--- src/design/ybf_pkg.sv ---
package ybf_pkg;

  // Framing bytes of a packet.
  localparam logic [7:0] START_SHORT = 8'h01;
  localparam logic [7:0] START_LONG  = 8'h02;
  localparam logic [7:0] FILLER      = 8'h1A;
  localparam logic [7:0] NUM_MASK    = 8'hFF;

  // CRC-16/XMODEM generator polynomial.
  localparam logic [15:0] CRC_POLY = 16'h1021;

  // One classified slot as it travels from the front part to the back part.
  typedef struct packed {
    logic [7:0] payload;
    logic [7:0] number;
    logic       first;
    logic       last;
    logic       is_long;
  } slot_t;

  // Feeds one byte into the CRC, MSB first, no reflection.
  function automatic logic [15:0] crc16_feed(input logic [15:0] crc_in,
                                             input logic [7:0]  data);
    logic [15:0] crc;
    crc = crc_in ^ {data, 8'h00};
    for (int k = 0; k < 8; k++) begin
      if (crc[15]) begin
        crc = {crc[14:0], 1'b0} ^ CRC_POLY;
      end else begin
        crc = {crc[14:0], 1'b0};
      end
    end
    return crc;
  endfunction

endpackage

--- src/design/ymodem_block_framer_top.sv ---
// Channel | Handshake           | Item fields
// in      | in_valid / in_ready | content_byte, is_content, block_number, long_block
// out     | out_valid/out_ready | out_byte, packet_end
//
// Bytes leave through the single output register: a middle slot emits its payload only, a
// first slot adds start, number and complement before it, a last slot the CRC bytes after.
// A slot queue of QUEUE_DEPTH entries sits between the classifying front and the
// byte sequencer; the input takes up to QUEUE_DEPTH items while the output is stalled.
// in_ready is low whenever the queue is full, even in a cycle in which the back pops it.
// Reset (rst, synchronous) empties the queue and awaits the first slot of a packet.
module ymodem_block_framer_top #(
  parameter int SHORT_BLOCK = 128,
  parameter int LONG_BLOCK  = 1024,
  parameter int QUEUE_DEPTH = 2
) (
  input  logic       clk,
  input  logic       rst,
  input  logic       in_valid,
  output logic       in_ready,
  input  logic [7:0] content_byte,
  input  logic       is_content,
  input  logic [7:0] block_number,
  input  logic       long_block,
  output logic       out_valid,
  input  logic       out_ready,
  output logic [7:0] out_byte,
  output logic       packet_end
);

  logic           push;
  ybf_pkg::slot_t push_slot;
  logic           q_full;
  logic           pop;
  logic           head_valid;
  ybf_pkg::slot_t head;

  ybf_front #(
    .SHORT_BLOCK(SHORT_BLOCK),
    .LONG_BLOCK (LONG_BLOCK)
  ) u_front (
    .clk         (clk),
    .rst         (rst),
    .in_valid    (in_valid),
    .in_ready    (in_ready),
    .content_byte(content_byte),
    .is_content  (is_content),
    .block_number(block_number),
    .long_block  (long_block),
    .q_full      (q_full),
    .push        (push),
    .push_slot   (push_slot)
  );

  ybf_queue #(
    .DEPTH(QUEUE_DEPTH)
  ) u_queue (
    .clk       (clk),
    .rst       (rst),
    .push      (push),
    .push_slot (push_slot),
    .full      (q_full),
    .pop       (pop),
    .head_valid(head_valid),
    .head      (head)
  );

  ybf_back u_back (
    .clk       (clk),
    .rst       (rst),
    .head_valid(head_valid),
    .head      (head),
    .pop       (pop),
    .out_valid (out_valid),
    .out_ready (out_ready),
    .out_byte  (out_byte),
    .packet_end(packet_end)
  );

endmodule

--- src/design/ybf_front.sv ---
module ybf_front #(
  parameter int SHORT_BLOCK = 128,
  parameter int LONG_BLOCK  = 1024
) (
  input  logic               clk,
  input  logic               rst,
  input  logic               in_valid,
  output logic               in_ready,
  input  logic [7:0]         content_byte,
  input  logic               is_content,
  input  logic [7:0]         block_number,
  input  logic               long_block,
  input  logic               q_full,
  output logic               push,
  output ybf_pkg::slot_t     push_slot
);

  localparam int MAX_LEN = (SHORT_BLOCK > LONG_BLOCK) ? SHORT_BLOCK : LONG_BLOCK;
  localparam int CNT_W   = (MAX_LEN > 2) ? $clog2(MAX_LEN) : 1;
  localparam logic [CNT_W:0] SHORT_SLOTS = (CNT_W + 1)'(SHORT_BLOCK);
  localparam logic [CNT_W:0] LONG_SLOTS  = (CNT_W + 1)'(LONG_BLOCK);

  logic [CNT_W-1:0] slot_count;
  logic             block_is_long;

  logic             first;
  logic             is_long;
  logic [CNT_W:0]   count_inc;
  logic [CNT_W:0]   length;
  logic             last;

  assign in_ready = !q_full;
  assign push     = in_valid && !q_full;

  // Classify the slot: packet size is sampled on the first slot only.
  assign first     = (slot_count == '0);
  assign is_long   = first ? long_block : block_is_long;
  assign length    = is_long ? LONG_SLOTS : SHORT_SLOTS;
  assign count_inc = {1'b0, slot_count} + (CNT_W + 1)'(1);
  assign last      = (count_inc >= length);

  always_comb begin
    push_slot.payload = is_content ? content_byte : ybf_pkg::FILLER;
    push_slot.number  = block_number;
    push_slot.first   = first;
    push_slot.last    = last;
    push_slot.is_long = is_long;
  end

  // Slot counter and sampled packet size.
  always_ff @(posedge clk) begin
    if (rst) begin
      slot_count    <= '0;
      block_is_long <= 1'b0;
    end else if (push) begin
      block_is_long <= is_long;
      slot_count    <= last ? '0 : count_inc[CNT_W-1:0];
    end
  end

`ifndef SYNTH
  // The count never reaches the length of the packet in progress.
  a_count_in_range: assert property (@(posedge clk) disable iff (rst)
    {1'b0, slot_count} < (block_is_long ? LONG_SLOTS : SHORT_SLOTS))
    else $error("slot count out of range");
`endif

endmodule

--- src/design/ybf_queue.sv ---
module ybf_queue #(
  parameter int DEPTH = 2
) (
  input  logic           clk,
  input  logic           rst,
  input  logic           push,
  input  ybf_pkg::slot_t push_slot,
  output logic           full,
  input  logic           pop,
  output logic           head_valid,
  output ybf_pkg::slot_t head
);

  localparam int PTR_W = (DEPTH > 2) ? $clog2(DEPTH) : 1;
  localparam int CNT_W = $clog2(DEPTH + 1);
  localparam logic [PTR_W-1:0] LAST_PTR = PTR_W'(DEPTH - 1);
  localparam logic [CNT_W-1:0] FULL_CNT = CNT_W'(DEPTH);

  ybf_pkg::slot_t   entries [DEPTH];
  logic [PTR_W-1:0] wr_ptr;
  logic [PTR_W-1:0] rd_ptr;
  logic [CNT_W-1:0] count;

  assign full       = (count == FULL_CNT);
  assign head_valid = (count != '0);
  assign head       = entries[rd_ptr];

  // Pointers and fill level.
  always_ff @(posedge clk) begin
    if (rst) begin
      wr_ptr <= '0;
      rd_ptr <= '0;
      count  <= '0;
    end else begin
      if (push) begin
        wr_ptr <= (wr_ptr == LAST_PTR) ? '0 : wr_ptr + PTR_W'(1);
      end
      if (pop) begin
        rd_ptr <= (rd_ptr == LAST_PTR) ? '0 : rd_ptr + PTR_W'(1);
      end
      if (push && !pop) begin
        count <= count + CNT_W'(1);
      end else if (pop && !push) begin
        count <= count - CNT_W'(1);
      end
    end
  end

  // Entry storage.
  always_ff @(posedge clk) begin
    if (push) begin
      entries[wr_ptr] <= push_slot;
    end
  end

`ifndef SYNTH
  a_no_overflow: assert property (@(posedge clk) disable iff (rst)
    push |-> !full)
    else $error("queue written while full");

  a_no_underflow: assert property (@(posedge clk) disable iff (rst)
    pop |-> head_valid)
    else $error("queue read while empty");
`endif

endmodule

--- src/design/ybf_back.sv ---
module ybf_back (
  input  logic           clk,
  input  logic           rst,
  input  logic           head_valid,
  input  ybf_pkg::slot_t head,
  output logic           pop,
  output logic           out_valid,
  input  logic           out_ready,
  output logic [7:0]     out_byte,
  output logic           packet_end
);

  typedef enum logic [2:0] {
    PH_START,
    PH_NUM,
    PH_CPL,
    PH_DATA,
    PH_CRC_HI,
    PH_CRC_LO
  } phase_t;

  phase_t      phase;
  phase_t      cur;
  phase_t      phase_next;
  logic        load;
  logic        emit;
  logic [7:0]  byte_next;
  logic        end_next;
  logic [15:0] crc;
  logic [15:0] crc_fed;

  // The output register takes a new byte when it is empty or being drained.
  assign load = !out_valid || out_ready;
  assign emit = load && head_valid;

  // A slot that does not open a packet goes straight to its payload byte.
  assign cur = (phase == PH_START && !head.first) ? PH_DATA : phase;

  assign crc_fed = ybf_pkg::crc16_feed(head.first ? 16'h0000 : crc, head.payload);

  // Pick the byte for the current phase of the head slot.
  always_comb begin
    byte_next  = head.payload;
    end_next   = 1'b0;
    phase_next = cur;
    pop        = 1'b0;
    unique case (cur)
      PH_START: begin
        byte_next  = head.is_long ? ybf_pkg::START_LONG : ybf_pkg::START_SHORT;
        phase_next = PH_NUM;
      end
      PH_NUM: begin
        byte_next  = head.number;
        phase_next = PH_CPL;
      end
      PH_CPL: begin
        byte_next  = ybf_pkg::NUM_MASK - head.number;
        phase_next = PH_DATA;
      end
      PH_DATA: begin
        byte_next = head.payload;
        if (head.last) begin
          phase_next = PH_CRC_HI;
        end else begin
          phase_next = PH_START;
          pop        = emit;
        end
      end
      PH_CRC_HI: begin
        byte_next  = crc[15:8];
        phase_next = PH_CRC_LO;
      end
      PH_CRC_LO: begin
        byte_next  = crc[7:0];
        end_next   = 1'b1;
        phase_next = PH_START;
        pop        = emit;
      end
      default: begin
        phase_next = PH_START;
      end
    endcase
  end

  // Phase, output register and running CRC.
  always_ff @(posedge clk) begin
    if (rst) begin
      phase      <= PH_START;
      out_valid  <= 1'b0;
      out_byte   <= '0;
      packet_end <= 1'b0;
      crc        <= '0;
    end else begin
      if (load) begin
        out_valid <= head_valid;
      end
      if (emit) begin
        phase      <= phase_next;
        out_byte   <= byte_next;
        packet_end <= end_next;
        if (cur == PH_DATA) begin
          crc <= crc_fed;
        end
      end
    end
  end

`ifndef SYNTH
  // Once the last CRC byte is loaded into the output register, the phase returns to PH_START.
  a_restart_after_end: assert property (@(posedge clk) disable iff (rst)
    (emit && cur == PH_CRC_LO) |=> (phase == PH_START))
    else $error("packet did not restart after CRC");
`endif

endmodule
--- config.mk ---
export PLATFORM = sky130hd
export DESIGN_NAME = ymodem_block_framer_top
export DESIGN_NICKNAME = d
export VERILOG_FILES = /design/src/design/ybf_pkg.sv /design/src/design/ymodem_block_framer_top.sv /design/src/design/ybf_front.sv /design/src/design/ybf_queue.sv /design/src/design/ybf_back.sv
export SDC_FILE = /design/constraint.sdc
export NUM_CORES = 1
export LEC_CHECK = 0
export BUFFER_PORTS_ARGS = -buffer_cell sky130_fd_sc_hd__buf_2
export CORE_UTILIZATION = 45
export DETAILED_ROUTE_END_ITERATION = 12
export GPL_TIMING_DRIVEN = 1
export SYNTH_ARGS = -nofsm -noshare
export SYNTH_HDL_FRONTEND = slang
export SYNTH_SLANG_ARGS = --single-unit
export TNS_END_PERCENT = 20
--- constraint.sdc ---
create_clock -name clk -period 6.2 [get_ports clk]
set_input_delay 1.24 -clock clk [delete_from_list [all_inputs] [get_ports clk]]
set_output_delay 1.24 -clock clk [all_outputs]
set_load 0.1 [all_outputs]
### Yosys cells after proc, flatten, opt, wreduce, memory -nomap -nowiden

Memories as Yosys holds them, arrays and structs flattened. A register that Yosys moved wholly into a read port is not among the register bits.
Index checks and enable logic that the tools add are counted.

| storage, ports and cells | value |
|---|---|
| memory bits (writable) | 38 |
| bits in read-only memories | 0 |
| flip-flop bits (word level) | 44 |
| bits in latches | 0 |
| memories kept | 1 |
| input port bits | 22 |

Memories:

| memory | words | width | rd ports | clocked after Yosys merged registers in | write ports | RTL line | source |
|---|---|---|---|---|---|---|---|
| u_queue.entries | 2 | 19 | 1 | 1 | 1 | ybf_queue.sv:19 | `ybf_pkg::slot_t entries [DEPTH];` |

| operators by class | value |
|---|---|
| reduce and logical (&&, ||, !) cells | 17 |
| equality and inequality tests | 6 |
| $lt $le $gt $ge | 1 |
| mux-type cells | 29 |
| bitwise gates (word level) | 9 |
| $mul | 0 |
| $add $sub $neg | 6 |
| shifts and indexed selects | 0 |
| divide/modulo/power cells | 0 |

Operators by type and width:

| kind | number |
|---|---|
| $mux W13 | 8 |
| $pmux W8 S5 | 1 |
| $not A3 Y3 | 8 |
| $mux W16 | 1 |
| $xor A16 B16 Y16 | 1 |
| $pmux W3 S5 | 1 |
| $add A10 B1 Y11 const B | 1 |
| $ge A11 B11 Y1 | 1 |
| $mux W11 | 1 |
| $logic_not A10 Y1 | 1 |
| $mux W10 | 1 |
| $mux W1 | 9 |
| $mux W8 | 1 |
| $sub A8 B8 Y8 const A | 1 |
| $eq A3 B2 Y1 const B | 2 |
| $eq A3 B3 Y1 const B | 2 |
| $logic_not A3 Y1 | 2 |
| $mux W2 | 3 |
| $mux W3 | 2 |
| $logic_and A1 B1 Y1 | 5 |
| $logic_not A1 Y1 | 5 |
| $reduce_bool A2 Y1 | 2 |
| $eq A3 B1 Y1 const B | 1 |
| $add A1 B1 Y1 const B | 2 |
| other kinds (6) | 6 |

### Depth between registers and ports, before layout

Gate-level depths: netlist of the first run.

| logic depth | value |
|---|---|
| word-level depth | 18 |
| mapped depth | 12 |
| depth with buffers taken out | 12 |

### By module

Synthesis of the first run repeated with hierarchy kept, for this count alone.

| unflattened totals | value |
|---|---|
| cells, all modules | 461 |
| area total of the unflattened synthesis | 4618.2 µm² |

By module, submodules not included:

| module | instances | cells each | area an instance (µm²) |
|---|---|---|---|
| ybf_back | 1 | 250 | 2065.7 |
| ybf_queue | 1 | 81 | 1581.5 |
| ybf_front | 1 | 130 | 970.9 |

### Worst setup path after synthesis of the first run

No wires, ideal clock.

| timing path | value |
|---|---|
| path type | input to register |
| start point | input out_ready |
| end point | register u_queue.count[1] |
| arrival | 2.808 ns |
| setup slack | 3.322 ns |
| setup time | 0.070 ns |
| stages on the path | 7 |
| data required time | 6.130 ns |
| cell sequence | nand2b_1 > o21ai_0 > clkbuf_1 > or2_2 > ha_1 > or3_1 > a21oi_1 |

| between the ends | value |
|---|---|
| word-level cells in the longest chain between the ends | 7 |
| elaborated cells on any way between the ends | 9 |
| classes of those cells | mux: 3; reduce/logical: 6 |

Ends and longest elaborated chain:

| what | RTL line | source |
|---|---|---|
| start, declared | ymodem_block_framer_top.sv:25 | `input logic out_ready,` |
| $logic_or A1 B1 Y1 * | ybf_back.sv:33 | `assign load = !out_valid \|\| out_ready;` |
| $logic_and A1 B1 Y1 * | ybf_back.sv:34 | `assign emit = load && head_valid;` |
| $mux W1 | ybf_back.sv:62 | `if (head.last) begin` |
| $pmux W1 S2 * | ybf_back.sv:47 | `unique case (cur)` |
| $logic_not A1 Y1 | ybf_queue.sv:41 | `if (push && !pop) begin` |
| $logic_and A1 B1 Y1 | ybf_queue.sv:41 |  |
| $mux W2 / $reduce_bool A2 Y1 (equally long branches) | n/a |  |
| end signal, assigned | ybf_queue.sv:42 | `count <= count + CNT_W'(1);` |
| end signal, assigned | ybf_queue.sv:44 | `count <= count - CNT_W'(1);` |
| end, declared | ybf_queue.sv:22 | `logic [CNT_W-1:0] count;` |

Every way passes the cells marked *; elsewhere a longest branch is shown, timed or not.
A chain may end at the register's enable or synchronous reset.

==> impl_metrics.ini, run 1 <==
[clock_tree]
numClockSinks = 83
clk_pin_slew_ns = 0.09
clkLatencyLatePin_ns = 0.36
clk_path_buf_depth = 2
cts_root_buffer = clkbuf_8
cts_made_buffers = 9
cts.hold.buffers_added = 0
cts_resized = 0
htree_levels = 3
cts_tree = done
cts_setup_buffers = 0

[worst_setup_path]
crit_chain = nor4_1 -> nand2_1 -> nor2_1 -> mux2i_1 -> ha_1 -> nand3b_1 -> a2111o_1 -> a22oi_1 -> o31ai_1 -> nor2_1
critPathArrivalTime_ns = 3.34
start_kind = flop
crit_path_max_incr_delay_ns = 0.62
worst_path_most_repeated_cell = nor2_1
path_buf_inv = 0
cp_slowest_cell = o31ai_1
crit_family = simple AND/OR/NAND/NOR gates
worstPathRequired_ns = 6.42
end_kind = flop
critPathKind = reg2reg
path_max_fanout = 6

[timing]
finalHoldViolations = 0
worst_slew_pin_slew_ns = 1.18
drv_slew = 0
relSlewSlack = 0.212
finalCriticalPeriod_ns = 3.12
rsz0062_at_grt = no
period_share = 0.503
setup_viol = 0
fin_skew_ns = 0.0209
fin_ws_ns = 3.08
setup_tns_ns = 0
fmax_mhz = 320

[yosys]
yosysWarnings = 0
synthDistinctLibCells = 63
synth_top_cell_by_area = edfxtp_1
async_flop_share = 0
netlist_top_cells_area = edfxtp_1, dfxtp_1, nand2_1, nand3_1, nor2_1
synth_top_cells_by_count = nand2_1, dfxtp_1, nor2_1
yosysSeqAreaShare = 0.467
ys.flop_type = dfxtp_1
avgSynthCellArea_um2 = 9.32
yosysMostFrequentCell = nand2_1
synth_top_cell_area_share = 0.261
synth-seq-cells = 83
synth_edf_count = 38
synth_area_mm2 = 0.00437
syn-instance-count = 469
syn_nets = 496

[power]
p_leak_nw = 1.66
power_mw = 2.14
p_per_area_mw_per_mm2 = 449
ir_drop_uv = 160

[layout]
syn_to_final_growth_pct = 9.13
antenna_cells = 0
final_nets = 514
layout-drive-gt1-share = 0.144
multiInputGateArea_mm2 = 0.00215
nFillCells = 874
final_util = 0.511
stdcell_count = 621
seqCellArea_mm2 = 0.00204

[routing]
wl_per_cell_um = 16.5
vias_per_cell = 5.84
drt_iter0_drc = 275
first_pass_iters = 5
vias = 3628
ant_nets = 0
wl_mm = 10.2
drc = 0

[place]
dp_hpwl_mm = 7.14
placement.io_buffers = 32
dpl_worst_slack_ns = 3.02
dp_cells = 605
globalplace.congestion = 0.890

[grt]
grt_use_total = 0.213
grt.overflow.total = 0
grt_pass1_vias = 3333
antenna_found_initial = 0
grt_max_degree = 41
grt_pass1_wl_mm = 16.8

[die]
rows = 35
dieArea_mm2 = 0.0101
ioPinCount = 33
die_w_um = 101
die_y_um = 101
core_area_mm2 = 0.00933
start_util = 0.469

[outcome]
outcome = finished, final reports clean

[run]
drv_cap = 0

[worst_hold_path]
hp-class = reg2reg
==> report_power, final <==
part           total, mW  switching, mW  internal [mW]
sequential         0.842          0.134          0.708
combinational      0.933          0.642          0.291
clock              0.366          0.210          0.156
==> cells by family (layout without fill, tap and decap cells) <==
logic type               Yosys count  count (layout)  share of synthesized area
flip-flops                        83              83                      0.467
adder cells (fa/ha/maj)            5               5                     0.0143
buffers and inverters             41              64                     0.0412
AND/OR/NAND/NOR                  197             197                      0.222
multiplexers                      22              22                     0.0578
XOR/XNOR                          15              15                     0.0301
AO/OA/AOI/OAI                    106             106                      0.168
==> final cells by class <==
cell class | count | share of cell area
Clock buffer | 10 | 0.0288
Inverter | 11 | 0.00865
Multi-Input combinational cell | 345 | 0.451
Clock inverter | 6 | 0.00865
Tap cell | 129 | 0.0338
Timing Repair Buffer | 37 | 0.0414
Sequential cell | 83 | 0.428
==> sequential cells by signal, indices dropped and copies added (netlist names), named ones only <==
signal and flops:
u_back.crc 16, u_back.out_byte 8, u_back.out_valid 1, u_back.packet_end 1, u_back.phase 3, u_front.block_is_long 1
u_front.slot_count 10, u_queue.count 2, u_queue.entries 38, u_queue.rd_ptr 1, u_queue.wr_ptr 1
==> stage by stage <==
stage | area (um^2) | hold WS (ns)
2_1_floorplan | 4370 | 0.462
3_3_place_gp | 4590 | 0.440
3_5_place_dp | 4590 | 0.448
4_1_cts | 4770 | 0.462
5_1_grt | 4770 | 0.476
6_report | 4770 | 0.460
==> worst register-to-register path: cells and delay by family (launching register included) <==
family / cells / cell delay, ns
adders and majority gates: 1 / 0.29
muxes: 1 / 0.38
DFF: 1 / 0.36
AOI/OAI and AO/OA: 3 / 0.86
and+or+nand+nor: 5 / 1.09
==> placed cells by master (no fill, tap or decap), drive strengths merged, types with 7 or more instances in the layout <==
cell and n:
a21oi 25, a31oi 7, and2 7, buf 37
clkbuf 10, dfxtp 45, edfxtp 38, inv 10
mux2 10, mux2i 11, nand2 48, nand2b 8
nand3 34, nand4 8, nor2 42, nor3 15
o21ai 22, o311ai 9, xor2 9
==> routing by layer <==
| metal | vias to the layer above | wire (um) | share of wire | track usage |
|---|---|---|---|---|
| met5 | - | 0 | 0 | 0 |
| met1 | 1742 | 4990 | 0.49 | 0.318 |
| met3 | 14 | 628 | 0.061 | 0.0381 |
| li1 | 1768 | - | - | - |
| met2 | 104 | 4490 | 0.44 | 0.309 |
| met4 | 0 | 146 | 0.014 | 0.0725 |
==> worst paths after layout <==
path | start | end | slack (ns) | depth (start not counted)
worst max-delay path | u_front.slot_count[3] | u_front.slot_count[8] | 3.08 | 10
worst min-delay path | u_back.out_byte[1] | u_back.out_byte[1] | 0.46 | 2
worst max register to register | u_front.slot_count[3] | u_front.slot_count[8] | 3.08 | 10
worst min register to register | u_back.out_byte[1] | u_back.out_byte[1] | 0.46 | 2
Power figures use the tool's default switching activity.
==> run 2, diff against run 1 <==
Clock period 6.2 ns to 3.07 ns, I/O delays scaled along.
==> run 2 against run 1 <==
Critical path depth is 1 higher. Non-clock buffer count is 9 higher. Sequential power is 95% higher. Final area is 3.4% higher. Largest power group unchanged. Global-route usage is 0.80 points higher. Clock power is 140% higher. Flip-flop and latch count stayed put. Via count is 0.74% higher. Final cell count is 1.4% higher. Die area stayed put. Highest routed layer unchanged. Worst hold slack worse by 0.027 ns.
==> impl_metrics.ini, run 2 (synthesized netlist as in run 1, its figures left out) <==
[timing]
relSlewSlack = 0.404
fmax_mhz = 358
drv_slew = 0
rsz0062_at_grt = no
worst_slew_pin_slew_ns = 0.894
fin_skew_ns = 0.00783
period_share = 0.909
setup_viol = 0
fin_ws_ns = 0.279
finalHoldViolations = 0
finalCriticalPeriod_ns = 2.79

[clock_tree]
cts.hold.buffers_added = 0
cts_tree = done
clkLatencyLatePin_ns = 0.36
numClockSinks = 83
cts_made_buffers = 9
cts_root_buffer = clkbuf_8
htree_levels = 3
cts_setup_buffers = 0
clk_pin_slew_ns = 0.09
clk_path_buf_depth = 2

[grt]
grt_max_degree = 40
grt_pass1_wl_mm = 17.2
grt_pass1_vias = 3420
antenna_found_initial = 0
grt.overflow.total = 0
grt_use_total = 0.221

[routing]
vias = 3655
first_pass_iters = 4
wl_per_cell_um = 16.4
wl_mm = 10.4
drc = 0
drt_iter0_drc = 170
vias_per_cell = 5.80
ant_nets = 0

[layout]
max_flop_register = u_queue.entries
layout_commonest_cell = nand2_1
largest_reg_flops = 38
syn_to_final_growth_pct = 12.9
antenna_cells = 0
final_nets = 523
multiInputGateArea_mm2 = 0.00220
nFillCells = 871
layout_common_cells = nand2_1, dfxtp_1, nor2_1, edfxtp_1, nand3_1
seqCellArea_mm2 = 0.00204
layout-drive-gt1-share = 0.172
top_regs = u_queue.entries: 38 flops, u_back.crc: 16 flops, u_front.slot_count: 10 flops

[worst_setup_path]
critPathArrivalTime_ns = 2.88
worstPathRequired_ns = 3.16
path_max_fanout = 8
start_kind = flop
critPathKind = reg2reg
end_kind = flop

[die]
dieArea_mm2 = 0.0101
die_y_um = 101
ioPinCount = 33
rows = 35
die_w_um = 101
core_area_mm2 = 0.00933
start_util = 0.469

[worst_hold_path]
hp-class = in2reg

[power]
p_per_area_mw_per_mm2 = 923
ir_drop_uv = 339
power_mw = 4.55
p_leak_nw = 1.74

[place]
dp_hpwl_mm = 7.32
placement.io_buffers = 32
dpl_worst_slack_ns = -0.0239
globalplace.congestion = 0.923

[run]
drv_cap = 0

[outcome]
outcome = finished, final reports clean
==> run 2: cell count changes in the layout (fill, tap and decap cells not counted), moves of 2 or more <==
cell | previous run | this run
buf_4 | 5 | 14
bufinv_16 | 0 | 2
clkinv_4 | 2 | 0
inv_6 | 0 | 2
nor4b_1 | 2 | 0
nor4b_2 | 0 | 2
==> run 2: layer usage <==
metal	up-vias	global-route usage	part of all wire
met5	-	0	0
met4	0	0.0914	0.015
met3	13	0.0381	0.048
met2	94	0.336	0.46
met1	1753	0.312	0.48
li1	1795	-	-
==> run 2: path summary, 6_finish.rpt <==
path                    startpoint                     to  slack, ns  depth (start not counted)
max          u_front.slot_count[0]  u_queue.entries[1][1]       0.28                         11
min                block_number[0]  u_queue.entries[1][3]       0.43                          1
max reg2reg  u_front.slot_count[0]  u_queue.entries[1][1]       0.28                         11
min reg2reg     u_back.out_byte[5]     u_back.out_byte[5]       0.45                          2
==> run 2: worst max-delay path, stage by stage (launching register included) <==
cell and delay [ns]:
dfxtp_1 0.47, inv_1 0.11, ha_1 0.21, nor4b_2 0.15
nand2_1 0.12, nor2_4 0.06, mux2i_4 0.20, ha_1 0.26
nand3b_1 0.19, a2111o_1 0.36, a22oi_2 0.28, nor2_1 0.12
==> run 2: final cells by class <==
class                   instances  share of cell area
clock buffers                  10              0.0259
clock inverters                 6              0.0195
inverters                      11             0.00837
multi-input cells             345               0.446
flip-flops and latches         83               0.414
well taps                     129              0.0327
repair buffers                 46              0.0538
==> run 2: metrics by stage <==
step           instance area (um^2)  setup TNS, ns  hold slack, ns  cells   util
2_1_floorplan                  4370              0           0.462    469      -
3_3_place_gp                   4660              0           0.443    614  0.500
3_5_place_dp                   4660        -0.0866           0.445    614  0.500
4_1_cts                        4890              0           0.417    630  0.524
5_1_grt                        4930              0           0.416    630  0.529
6_report                       4930              0           0.433    630  0.529
==> run 2: what timing repair did <==
action                                  4_1_cts  5_1_grt
gates resized for setup                       1        9
endpoints found under the setup margin        6       11
pin swaps                                     0        1
cloned                                        0        0
==> run 2: report_power, final <==
group	switching [mW]	total [mW]	internal, mW
clock network	0.426	0.896	0.470
logic	1.38	2.02	0.643
registers	0.211	1.64	1.43
==> run 3, diff against run 2 <==
Settings changed: RECOVER_POWER set to 25.
==> run 3 against run 2 <==
The flow now finishes with violations (max-capacitance violations, max-slew violations). Clock skew fell by 0.00052 ns. Routed wire length increased by 0.60%. Clock power barely moved. Worst hold slack better by 0.0011 ns. Register-to-register slack barely moved. Total power about the same. Final cell count did not move. Clock-buffer cell count unchanged. Critical endpoint is now u_front.slot_count[1]. Non-clock buffer count stayed put. Critical path depth increased by 1. Worst setup slack got worse by 0.014 ns.
==> impl_metrics.ini, run 3 (synthesized netlist as in run 1, its figures left out) <==
[clock_tree]
numClockSinks = 83
htree_levels = 3
cts_root_buffer = clkbuf_8
cts_tree = done
clk_path_buf_depth = 2
cts.hold.buffers_added = 0
cts_setup_buffers = 0
cts_made_buffers = 9
clkLatencyLatePin_ns = 0.36
clk_pin_slew_ns = 0.09

[worst_setup_path]
crit_path_max_incr_delay_ns = 0.48
cp_slowest_cell = dfxtp_1
crit_family = compound AO/OA/AOI/OAI gates
rr_startpoint = u_front.slot_count[0]
worstPathRequired_ns = 3.34
crit_chain = inv_1 -> ha_1 -> nor4b_2 -> nand2_1 -> nor2_4 -> mux2i_4 -> ha_1 -> nand3b_1 -> a2111o_1 -> a22oi_2 -> o211ai_1 -> a21oi_1
path_buf_inv = 1
path_max_fanout = 8
critPathArrivalTime_ns = 3.07
end_kind = flop
worstReg2RegEnd = u_front.slot_count[1]
reg2reg_depth = 12
start_kind = flop
rrSetupSlack_ns = 0.26
critPathKind = reg2reg
worst_path_most_repeated_cell = ha_1

[grt]
antenna_found_initial = 0
grt_pass1_vias = 3420
grt_use_total = 0.221
grt.overflow.total = 0
grt_pass1_wl_mm = 17.2
grt_max_degree = 40

[layout]
largest_reg_flops = 38
max_flop_register = u_queue.entries
stdcell_count = 630
layout-drive-gt1-share = 0.164
final_area_mm2 = 0.00493
antenna_cells = 0
final_nets = 523
syn_to_final_growth_pct = 12.7
top_regs = u_queue.entries: 38 flops, u_back.crc: 16 flops, u_front.slot_count: 10 flops
layout_commonest_cell = nand2_1
final_util = 0.528
layout_common_cells = nand2_1, dfxtp_1, nor2_1, edfxtp_1, nand3_1

[routing]
drc = 0
vias = 3659
vias_per_cell = 5.81
ant_nets = 0
wl_per_cell_um = 16.5
wl_mm = 10.4
drt_iter0_drc = 170
first_pass_iters = 5

[timing]
drv_slew = 40
rsz0062_at_grt = no
setup_viol = 0
fin_skew_ns = 0.00730
relSlewSlack = -0.225
fmax_mhz = 356
finalHoldViolations = 0
timing.hold.ws_ns = 0.434
period_share = 0.914
finalCriticalPeriod_ns = 2.81
worst_slew_pin_slew_ns = 1.84
fin_ws_ns = 0.265

[outcome]
violations = max-capacitance violations, max-slew violations
outcome = complete, but fails checks

[die]
ioPinCount = 33
core_area_mm2 = 0.00933
die_w_um = 101
dieArea_mm2 = 0.0101
rows = 35
start_util = 0.469
die_y_um = 101

[place]
dpl_worst_slack_ns = -0.0239
dp_hpwl_mm = 7.32
globalplace.congestion = 0.923
placement.io_buffers = 32
placedInstanceArea_mm2 = 0.00466
dp_cells = 614

[worst_hold_path]
min_from = block_number[0]
hp-class = in2reg
hold_end = u_queue.entries[1][3]
hold_depth = 1

[power]
p_sw_mw = 2.02
p_leak_nw = 1.72
p_seq_frac = 0.360
p_clk_frac = 0.197
swShare = 0.442
ir_drop_uv = 339
p_int_mw = 2.54
combPwrFrac = 0.443
p_per_area_mw_per_mm2 = 925

[run]
drv_cap = 1
[run 3: cell count changes in the layout (fill, tap and decap cells not counted)]
cell      change
and2_0        +5
and2_1        -5
clkbuf_1      +4
buf_4         -1
buf_2         -3
[run 3: worst register-to-register path: stages, from the launching register on]
cell	delay, ns
dfxtp_1	0.48
inv_1	0.11
ha_1	0.21
nor4b_2	0.15
nand2_1	0.12
nor2_4	0.06
mux2i_4	0.20
ha_1	0.26
nand3b_1	0.19
a2111o_1	0.36
a22oi_2	0.28
o211ai_1	0.13
a21oi_1	0.18
[run 3: how the worst max path moves through the flow]
stage,from,end,slack (ns),depth (start not counted)
floorplan,u_queue.count[0],u_queue.entries[0][0],0.23,4
global placement,u_front.slot_count[0],u_front.slot_count[8],0.11,12
detailed placement,u_front.slot_count[0],u_front.slot_count[7],-0.02,12
CTS,u_front.slot_count[0],u_queue.entries[1][1],0.08,11
global route,u_front.slot_count[3],u_front.slot_count[1],0.06,10
finish,u_front.slot_count[0],u_front.slot_count[1],0.26,12
[run 3: timing repair]
| action | CTS | global route |
|---|---|---|
| pin swaps | 0 | 1 |
| gates resized for setup | 1 | 9 |
| setup endpoints to repair | 6 | 11 |
[run 3: per-stage QoR]
step	power [mW]	setup TNS, ns
floorplan	3.16	0
global placement	3.61	0
detailed placement	3.64	-0.0866
CTS	4.55	0
global route	4.84	0
finish	4.56	0
[run 3: per-layer routing]
metal,global-route usage,vias up,share of wire,wire length (um)
met5,0,-,0,0
li1,-,1792,-,-
met2,0.336,93,0.45,4740
met1,0.312,1761,0.48,5020
met4,0.0914,0,0.015,152
met3,0.0381,13,0.049,511
[run 3: layout make-up]
class	count	area (um^2)
clock buffers	10	128
clock inverters	6	96.3
fillers	876	4400
inverters	11	41.3
multi-input cells	345	2200
flip-flops and latches	83	2040
well taps	129	161
repair buffers	46	258
[run 3: power groups by stage]
| stage | logic (mW) | registers [mW] | clock network [mW] |
|---|---|---|---|
| after floorplan | 1.26 | 1.90 | 0 |
| after global placement | 1.96 | 1.65 | 0 |
| after detailed placement | 1.98 | 1.66 | 0 |
| after CTS | 1.99 | 1.64 | 0.919 |
| after global routing | 2.20 | 1.68 | 0.964 |
| final | 2.02 | 1.64 | 0.897 |
